### src/rtl/rgbgc_pkg.sv
// ----------------------------------------------------------------------------
// rgbgc_pkg
// Shared constants and types of the hue preserving gamut clip.
// ----------------------------------------------------------------------------
package rgbgc_pkg;
	localparam int FRAC_BITS_DEF = 16;
	localparam int IN_W  = 20;
	localparam int OUT_W = 17;
	localparam int CFG_IDX_W = 2;
	localparam logic [CFG_IDX_W-1:0] REG_MIN_CLIP = 2'd0;
	localparam logic [CFG_IDX_W-1:0] REG_MAX_CLIP = 2'd1;
	// S range: 3*20 bit signed -> 22 bit; 3*x: 22 bit; tn: 22 bit, td: 23 bit.
	localparam int S_W  = 23;
	localparam int R_W  = 25;
	localparam int QW   = 64;

	typedef enum logic [1:0] {
		CLS_PASS  = 2'd0,
		CLS_BLACK = 2'd1,
		CLS_WHITE = 2'd2,
		CLS_SCALE = 2'd3
	} cls_t;

	typedef struct packed {
		cls_t                    cls;
		logic signed [IN_W-1:0]  x0;
		logic signed [IN_W-1:0]  x1;
		logic signed [IN_W-1:0]  x2;
		logic signed [S_W-1:0]   s;
		logic signed [R_W-1:0]   n;
		logic signed [R_W-1:0]   d;
	} item_t;
endpackage

### src/rtl/rgbgc_queue.sv
// ----------------------------------------------------------------------------
// rgbgc_queue
// Four-entry FIFO between classification and scaling.
// ----------------------------------------------------------------------------
module rgbgc_queue (
	input  logic             clk,
	input  logic             arst_n,
	input  logic             in_valid,
	output logic             in_ready,
	input  rgbgc_pkg::item_t in_item,
	output logic             out_valid,
	input  logic             out_ready,
	output rgbgc_pkg::item_t out_item
);
	rgbgc_pkg::item_t mem_q [4];
	logic [1:0] wp_q, rp_q;
	logic [2:0] cnt_q;
	logic wr, rd;
	assign in_ready  = cnt_q != 3'd4;
	assign out_valid = cnt_q != 3'd0;
	assign wr = in_valid && in_ready;
	assign rd = out_valid && out_ready;
	assign out_item = mem_q[rp_q];

	always_ff @(posedge clk or negedge arst_n) begin
		if (!arst_n) begin
			wp_q  <= '0;
			rp_q  <= '0;
			cnt_q <= '0;
		end else begin
			if (wr) wp_q <= wp_q + 2'd1;
			if (rd) rp_q <= rp_q + 2'd1;
			cnt_q <= cnt_q + {2'b0, wr} - {2'b0, rd};
		end
	end

	always_ff @(posedge clk) begin
		if (wr) mem_q[wp_q] <= in_item;
	end
endmodule

### config.mk
export PLATFORM = sky130hd
export DESIGN_NAME = rgbgc_queue
export DESIGN_NICKNAME = d
export VERILOG_FILES = /design/src/rtl/rgbgc_pkg.sv /design/src/rtl/rgbgc_queue.sv
export SDC_FILE = /design/constraint.sdc
export NUM_CORES = 1
export LEC_CHECK = 0
export BUFFER_PORTS_ARGS = -buffer_cell sky130_fd_sc_hd__buf_2
export CORE_MARGIN = 2
export CORE_UTILIZATION = 37
export DETAILED_ROUTE_END_ITERATION = 10
export GPL_TIMING_DRIVEN = 0
export HOLD_SLACK_MARGIN = 0.02
export SYNTH_ARGS = -nofsm -noshare
export SYNTH_HDL_FRONTEND = slang
export SYNTH_SLANG_ARGS = --single-unit
### constraint.sdc
create_clock -name clk -period 7.6 [get_ports clk]
set_clock_uncertainty 0.15 [all_clocks]
set_input_delay 0 -clock clk [delete_from_list [all_inputs] [get_ports clk]]
set_output_delay 0 -clock clk [all_outputs]
set_load 0.01 [all_outputs]
==> metrics.sh, run 1 <==
CTS_INSERTED_BUFFERS=56
PORT_BUFFERS=275
STARTPOINT_TYPE='flop'
DESIGN.PORTCOUNT=276
MAX_SLEW_MARGIN_PCT=43.3
VDD.IR_DROP.WORST_mV=0.226
POWER_mW=9.84
FINAL_PERIOD_MINUS_WORST_SETUP_SLACK_NS=2.82
HEIGHT_OF_THE_DIE_UM=236
CP.DEPTH=9
CLK_PIN_SLEW_WORST_PATHS_NS=0.06
HOLD_PATH_DEPTH=2
SYN-CELL-AREA_UM2=19900
CRIT_REQUIRED_NS=7.92
WORST_R2R_STARTPOINT='cnt_q[1]$_DFF_PN0_'
HOLDCRITSTARTPOINT='in_item[38]'
NETLIST.TOP_CELL.BY_AREA='edfxtp_1'
PLACEMENT_ROWS=85
AREA_DELTA_SYNTH_FINAL_PCT=35.5
VIA_PER_INST=4.77
CLOCK-SINKS=547
CELL_WITH_THE_MOST_INSTANCES_AFTER_SYNTHESIS='edfxtp_1'
CRIT_END_CATEGORY='flop'
NETLIST_TOP_CELLS_AREA='edfxtp_1 (81%), mux4_2 (15%), dfrtp_1 (0.88%)'
PLACEABLECOREAREA_UM2=53500
MAPPEDNETLISTNETS=892
VIAS_IN_THE_FIRST_GLOBAL_ROUTE=11070
PLACE_CONGESTION=0.695
STATIC-LEAKAGE-POWER_nW=9.37
MAX_FREQ_MHz=355
FIRST_ITER_VIOLATIONS=556
CTS_TREE='done'
GRT_FIRST_PASS_WIRELENGTH_UM=65700
GRT_ANTENNA_BEFORE_REPAIR=2
FP.DIEAREA_UM2=55700
SYNTHARSTFLOPSHARE_PCT=1.28
NETLIST_INSTANCES=746
DRT_FIRST_PASS_ITERS=4
FINALNETCOUNT=1503
DETAIL_ROUTE.WL_PER_CELL_UM=20.5
WORSTPATHBUFFERINVERTERCOUNT=2
COUNT_OF_SYNTHESIS_STAGE_WARNINGS_FROM_YOSYS=0
CRIT_PATH_MAX_FANOUT=8
ANTENNA_LEFT=0
INITIAL_CORE_UTIL_PCT=37.3
CTSLONGESTPATHBUFFERS=3
INSERTION_DELAY_NS=0.59
GLOBALROUTETOTALUTIL_PCT=15.5
DIEWIDTH_UM=236
SYNTH_FLOP_CELL='edfxtp_1'
ARRIVAL_TIME_OF_DATA_AT_THE_CRITICAL_PATH_ENDPOINT_NS=3.14
GRT_REMAINING_OVERFLOW=0
RSZ0062_AT_GRT='false'
SYNTH-SEQ-CELLS=547
REG2REG_DEPTH=9
CP_TOP_FAMILY='simple AND/OR/NAND/NOR gates'
NUMBER_OF_VIAS_AFTER_DETAILED_ROUTING=9994
SYNTH_TOP_AREA_SHARE_PCT=81.4
REPORT.FINAL.SETUP_VIOL=0
SYN_AREA_PER_CELL_UM2=26.7
CRITICAL_PATH.REG2REG.ENDPOINT='cnt_q[2]$_DFF_PN0_'
WORST-SLEW-PIN-TRANSITION_NS=0.849
NUMBER_OF_FLOPS_MAPPED_TO_ENABLE_CELLS_BY_YOSYS=540
CLK_ROOT_BUFFER_CELL='clkbuf_16'
DRT_WL_TOTAL_UM=43000
TIMING_HOLD_VIOLATIONS_FINAL=0
DIODES=0
SETUP.WORST_PATH.CLASS='flop to flop'
DRV.MAX_CAP_VIOLATION_COUNT=0
HOLD_CLASS='primary input to flop'
SETUP-TNS-FINAL_NS=0
HOLD_CRIT_ENDPOINT='mem_q[2][38]$_DFFE_PP_'
CP_CELL_SEQUENCE='nor3b_1, nand2b_1, ha_1, inv_1, ha_1, inv_1, fa_1, xnor2_1, xnor2_1'
PWR_DENSITY_CELL_nW_PER_UM2=365
DRIVE_GT1_SHARE_PCT=38.3
DETAILEDPLACEMENTHPWL_UM=25700
GRT_START_MAX_NET_PINS=44
FINAL_REPORT_MAX_SLEW_VIOLATION_COUNT=0
SEQ_TOTAL_AREA_YOSYS_PCT=82.2
R2R_SLACK_NS=4.78
SYNTH_COMMONEST_CELLS='edfxtp_1 (540), mux4_2 (135), buf_2 (10)'
RUN_STATUS='finished, final reports clean'
CRITPATHMAXSTAGEDELAY_NS=0.75
CTS_MAX_LEVEL=2
SYNTHDISTINCTLIBCELLS=23
CRITICAL-PATH-SLOWEST-CELL='nor3b_1'
FIN_CRIT_SHARE_PCT=37.1
REMAINING_DRC_ERRORS=0
## per-stage QoR
step | worst slack, ns | utilization, % | area, um^2 | instances | hold WS [ns]
floorplan | 3.10 | - | 19900 | 746 | -0.446
global placement | 0.0117 | 41.5 | 22200 | 1717 | -0.308
detailed placement | 4.73 | 42.1 | 22500 | 1730 | -0.301
CTS | 4.75 | 50.5 | 27000 | 2093 | 0.0203
global route | 4.59 | 50.5 | 27000 | 2093 | 0.0271
finish | 4.78 | 50.5 | 27000 | 2093 | 0.0439
## metal layers
| layer | vias to the layer above | routed length [um] | global-route usage [%] |
|---|---|---|---|
| li1 | 4486 | - | - |
| met1 | 5203 | 17700 | 19.4 |
| met2 | 235 | 21700 | 26.7 |
| met3 | 66 | 2710 | 4.24 |
| met4 | 4 | 837 | 4.01 |
| met5 | - | 27 | 0 |
## worst max path at each step
stage,endpoint,start,slack (ns)
after floorplan,mem_q[0][0]$_DFFE_PP_,cnt_q[2]$_DFF_PN0_,3.10
after global placement,mem_q[1][89]$_DFFE_PP_,cnt_q[1]$_DFF_PN0_,0.01
after detailed placement,cnt_q[2]$_DFF_PN0_,cnt_q[1]$_DFF_PN0_,4.73
after CTS,cnt_q[2]$_DFF_PN0_,cnt_q[1]$_DFF_PN0_,4.75
after global routing,cnt_q[2]$_DFF_PN0_,cnt_q[1]$_DFF_PN0_,4.59
final,cnt_q[2]$_DFF_PN0_,cnt_q[1]$_DFF_PN0_,4.78
## timing repair
action / in CTS / in global routing
setup buffers: 0 / 0
gates resized for setup: 0 / 0
hold buffers: 265 / 0
endpoints found under the hold margin: 645 / 0
## registers in the layout (all words and copies together) (netlist names)
name and cells:
wp_q 2, cnt_q 3, rp_q 2, mem_q 540
## cell usage in the layout (no fill, tap or decap), drive strengths merged, types with 4 or more instances in the layout
cell type / synthesis / final
edfxtp: 540 / 540
buf: 29 / 317
dlygate4sd3: 0 / 265
mux4: 135 / 135
clkbuf: 1 / 65
clkinv: 0 / 23
inv: 6 / 8
bufinv: 0 / 7
dfrtp: 7 / 7
ha: 6 / 6
nand2b: 4 / 4
and3b: 4 / 4
## cell families (layout without fill, tap and decap cells)
kind of cell | count (synthesis) | in the layout | share of synthesized area, %
muxes | 135 | 135 | 15.3
AOI/OAI and AO/OA | 4 | 4 | 0.163
DFF | 547 | 547 | 82.2
buffers and inverters | 36 | 687 | 1.19
and+or+nand+nor | 13 | 13 | 0.502
xor gates and xnor gates | 4 | 4 | 0.176
adders and majority gates | 7 | 7 | 0.477
## final cells by class
class / count / area [um^2]
Inverter: 6 / 22.5
Clock buffer: 64 / 1470
Fill cell: 4300 / 26500
Buffer: 30 / 215
Multi-Input combinational cell: 163 / 3320
Timing Repair Buffer: 553 / 4350
Tap cell: 696 / 871
Sequential cell: 547 / 16400
Clock inverter: 34 / 359
## where the power goes
group,switching (mW),internal (mW),leakage (nW)
combinational,1.61,1.41,3.44
sequential,0.127,3.97,5.03
clock,1.11,1.62,0.901
Power figures use the tool's default switching activity.
==> inputs of run 2 (changes only) <==
==> constraint.sdc (replaced) <==
create_clock -name clk -period 2.25 [get_ports clk]
set_clock_uncertainty 0.15 [all_clocks]
set_input_delay 0 -clock clk [delete_from_list [all_inputs] [get_ports clk]]
set_output_delay 0 -clock clk [all_outputs]
set_load 0.01 [all_outputs]
==> run 2 against run 1 <==
- the run now ends with setup timing left
- first-iteration DRC count up 3.4%
- clock power increased to 3.2 times the previous value
- sequential share of layout area down 1.3 points
- total power increased to 3.5 times the previous value
- die area unchanged
- global-route usage is 0.050 points higher
- setup slack got worse by 4.8 ns
- non-clock buffer count increased by 7
- clock-buffer cell count increased by 3
- sequential power rose to 3.4 times the previous value
- via count rose by 1.3%
- utilization grew 1.1 points
==> metrics.sh, run 2 (same netlist as run 1, synthesis figures left out) <==
CTSLONGESTPATHBUFFERS=3  # unchanged
FINAL_STANDARD_CELL_UTILIZATION_OF_THE_CORE_PCT=51.6  # was 50.5%
FINAL_REPORT_MAX_SLEW_VIOLATION_COUNT=0  # unchanged
CLK_PIN_SLEW_WORST_PATHS_NS=0.06  # about the same
FP.DIEAREA_UM2=55700  # unchanged
CRIT_REQUIRED_NS=2.10  # was 7.92 ns
GRT_ANTENNA_BEFORE_REPAIR=4  # was 2
GLOBALROUTETOTALUTIL_PCT=15.6  # was 15.5%
INSERTION_DELAY_NS=0.58  # was 0.59 ns
DRV.MAX_CAP_VIOLATION_COUNT=0  # unchanged
CRIT_END_CATEGORY='output port'  # was flop
VIA_PER_INST=4.80  # was 4.77
RSZ0062_AT_GRT='true'  # was false
GRT_REMAINING_OVERFLOW=0  # unchanged
LAYOUT.CELLS.MOST_COMMON='edfxtp_1'  # unchanged
REG2REG_DEPTH=9  # unchanged
TIMING_HOLD_VIOLATIONS_FINAL=0  # unchanged
VDD.IR_DROP.WORST_mV=0.801  # was 0.226 mV
FIN_CRIT_SHARE_PCT=101
DETAILEDPLACEMENTHPWL_UM=25100  # was 25700 um
PLACEMENT_ROWS=85  # unchanged
FINAL-INSTANCE-COUNT-EXCL-FILL=2107  # was 2093
FINALNETCOUNT=1514  # was 1503
MAX_FREQ_MHz=438
P_CLK_SHARE_PCT=25.0  # was 27.7%
POWER.SHARE.SWITCHING_PCT=29.0  # was 28.9%
CRIT_PATH_MAX_FANOUT=10  # was 8
HOLD_CLASS='primary input to flop'  # unchanged
INITIAL_CORE_UTIL_PCT=37.3  # unchanged
RUN_STATUS='finished with violations'  # was finished, final reports clean
WORST-SLEW-PIN-TRANSITION_NS=0.839  # was 0.849 ns
LAYOUT_TOP_REGISTERS='mem_q: 540 flops, cnt_q: 3 flops'  # unchanged
DETAIL_ROUTE.WL_PER_CELL_UM=21.0  # was 20.5 um
P_SWITCHING_mW=10.0  # was 2.85 mW
PORT_BUFFERS=275  # unchanged
GROUTE.LAYER.MET2.USAGE_PCT=26.3  # was 26.7%
STARTPOINT_TYPE='flop'  # unchanged
FINAL_PERIOD_MINUS_WORST_SETUP_SLACK_NS=2.28
DRIVE_GT1_SHARE_PCT=40.0  # was 38.3%
CTS_TREE='done'  # unchanged
FAILED_CHECKS='setup timing'
DRT_FIRST_PASS_ITERS=4  # unchanged
HOLD_PATH_DEPTH=2  # unchanged
COMBINATIONALPOWERSHARE_PCT=35.0  # was 30.7%
GRT_FIRST_PASS_WIRELENGTH_UM=65400  # was 65700 um
WORST_HOLD_SLACK_NS=0.0454  # was 0.0439 ns
LARGEST_REGISTER='mem_q'  # unchanged
REMAINING_DRC_ERRORS=0  # unchanged
CTS_MAX_LEVEL=2  # unchanged
PLACED_CELLS_INCL_TAPS=1729  # was 1730
SETUP_SLACK_NS=-0.0309  # was 4.78 ns
CLOCK-SINKS=547  # unchanged
CLK_ROOT_BUFFER_CELL='clkbuf_16'  # unchanged
SETUP.WORST_PATH.CLASS='flop to output port'  # was flop to flop
MAX_SLEW_MARGIN_PCT=44.1  # was 43.3%
STATIC-LEAKAGE-POWER_nW=9.60  # was 9.37 nW
NUMBER_OF_VIAS_AFTER_DETAILED_ROUTING=10123  # was 9994
GLOBAL_ROUTE.USAGE.MET1_PCT=19.5  # was 19.4%
SEQUENTIALPOWERSHARE_PCT=39.9  # was 41.6%
FINAL_CELL_MIX='edfxtp_1 (540), dlygate4sd3_1 (254), buf_2 (234)'  # was edfxtp_1 (540), buf_2 (285), dlygate4sd3_1 (265)
ARRIVAL_TIME_OF_DATA_AT_THE_CRITICAL_PATH_ENDPOINT_NS=2.13  # was 3.14 ns
DIEWIDTH_UM=236  # unchanged
GRT_START_MAX_NET_PINS=47  # was 44
AREA_DELTA_SYNTH_FINAL_PCT=38.4  # was 35.5%
HEIGHT_OF_THE_DIE_UM=236  # unchanged
PLACEABLECOREAREA_UM2=53500  # unchanged
PLACE_CONGESTION=0.685  # was 0.695
PWR_DENSITY_CELL_nW_PER_UM2=1250  # was 365 nW/um^2
DRT_WL_TOTAL_UM=44300  # was 43000 um
ANTENNA_LEFT=0  # unchanged
CTS_INSERTED_BUFFERS=56  # unchanged
MAX_FFS_PER_REGISTER=540  # unchanged
REPORT.FINAL.SETUP_VIOL=41  # was 0
DESIGN.PORTCOUNT=276  # unchanged
POWER.INTERNAL_mW=24.6  # was 7.00 mW
VIAS_IN_THE_FIRST_GLOBAL_ROUTE=11072  # was 11070
FIRST_ITER_VIOLATIONS=575  # was 556
PLACEMENT.SETUP.WORST_SLACK_NS=-0.313  # was 4.73 ns
MET3_LAYER_USAGE_REPORTED_BY_GLOBAL_ROUTE_PCT=4.14  # was 4.24%
BUSIEST_LAYER='met2'  # unchanged
POWER_mW=34.6  # was 9.84 mW
-- run 2: worst paths after layout --
kind                                          start                     end  slack (ns)
min in group asynchronous                    arst_n     wp_q[0]$_DFFE_PN0P_        0.26
worst max register to register   cnt_q[0]$_DFF_PN0_      cnt_q[2]$_DFF_PN0_       -0.01
worst max-delay path            rp_q[0]$_DFFE_PN0P_            out_item[64]       -0.03
worst min register to register  wp_q[1]$_DFFE_PN0P_     wp_q[1]$_DFFE_PN0P_        0.45
max in group asynchronous                    arst_n     rp_q[0]$_DFFE_PN0P_        1.41
worst min-delay path                    in_item[11]  mem_q[0][11]$_DFFE_PP_        0.05
-- run 2: cell type report --
type,count,area (um^2)
clock inverter,33,244
clock buffer,67,1460
fill,4230,25900
inverter,6,22.5
buffer,29,389
multi-input combinational,167,3410
sequential,547,16400
antenna,1,2.50
timing repair buffer,561,4780
tap,696,871
-- run 2: per-layer routing --
layer  vias up  routed length [um]
li1       4518                   -
met1      5269               18700
met2       245               21800
met3        87                2440
met4         4                1310
met5         -                  28
-- run 2: what timing repair did --
item / in CTS / in global routing
setup endpoints to repair: 234 / 268
hold buffers: 254 / 0
gates cloned: 3 / 4
hold endpoints to repair: 568 / 0
setup buffers: 15 / 2
gates resized for setup: 97 / 25
pin swaps: 3 / 4
-- run 2: worst max-delay path, stage by stage (launching register included) --
cell       delay [ns]
dfrtp_2          0.40
buf_12           0.12
clkbuf_16        0.17
buf_12           0.16
mux4_2           0.54
buf_6            0.14
-- run 2: power by group through the flow --
stage | combinational [mW] | clock, mW | sequential (mW)
3_5_place_dp | 10.1 | 0 | 14.0
4_1_cts | 12.0 | 8.93 | 13.8
2_1_floorplan | 6.05 | 0 | 14.0
5_1_grt | 13.0 | 9.32 | 14.0
6_report | 12.1 | 8.65 | 13.8
3_3_place_gp | 9.74 | 0 | 14.1
-- run 2: through the flow --
stage,cell area (um^2),TNS [ns]
finish,27600,-0.372
global route,27600,-9.80
floorplan,20000,-114.73
detailed placement,22500,-22.57
CTS,27400,-5.59
global placement,22200,-683.93
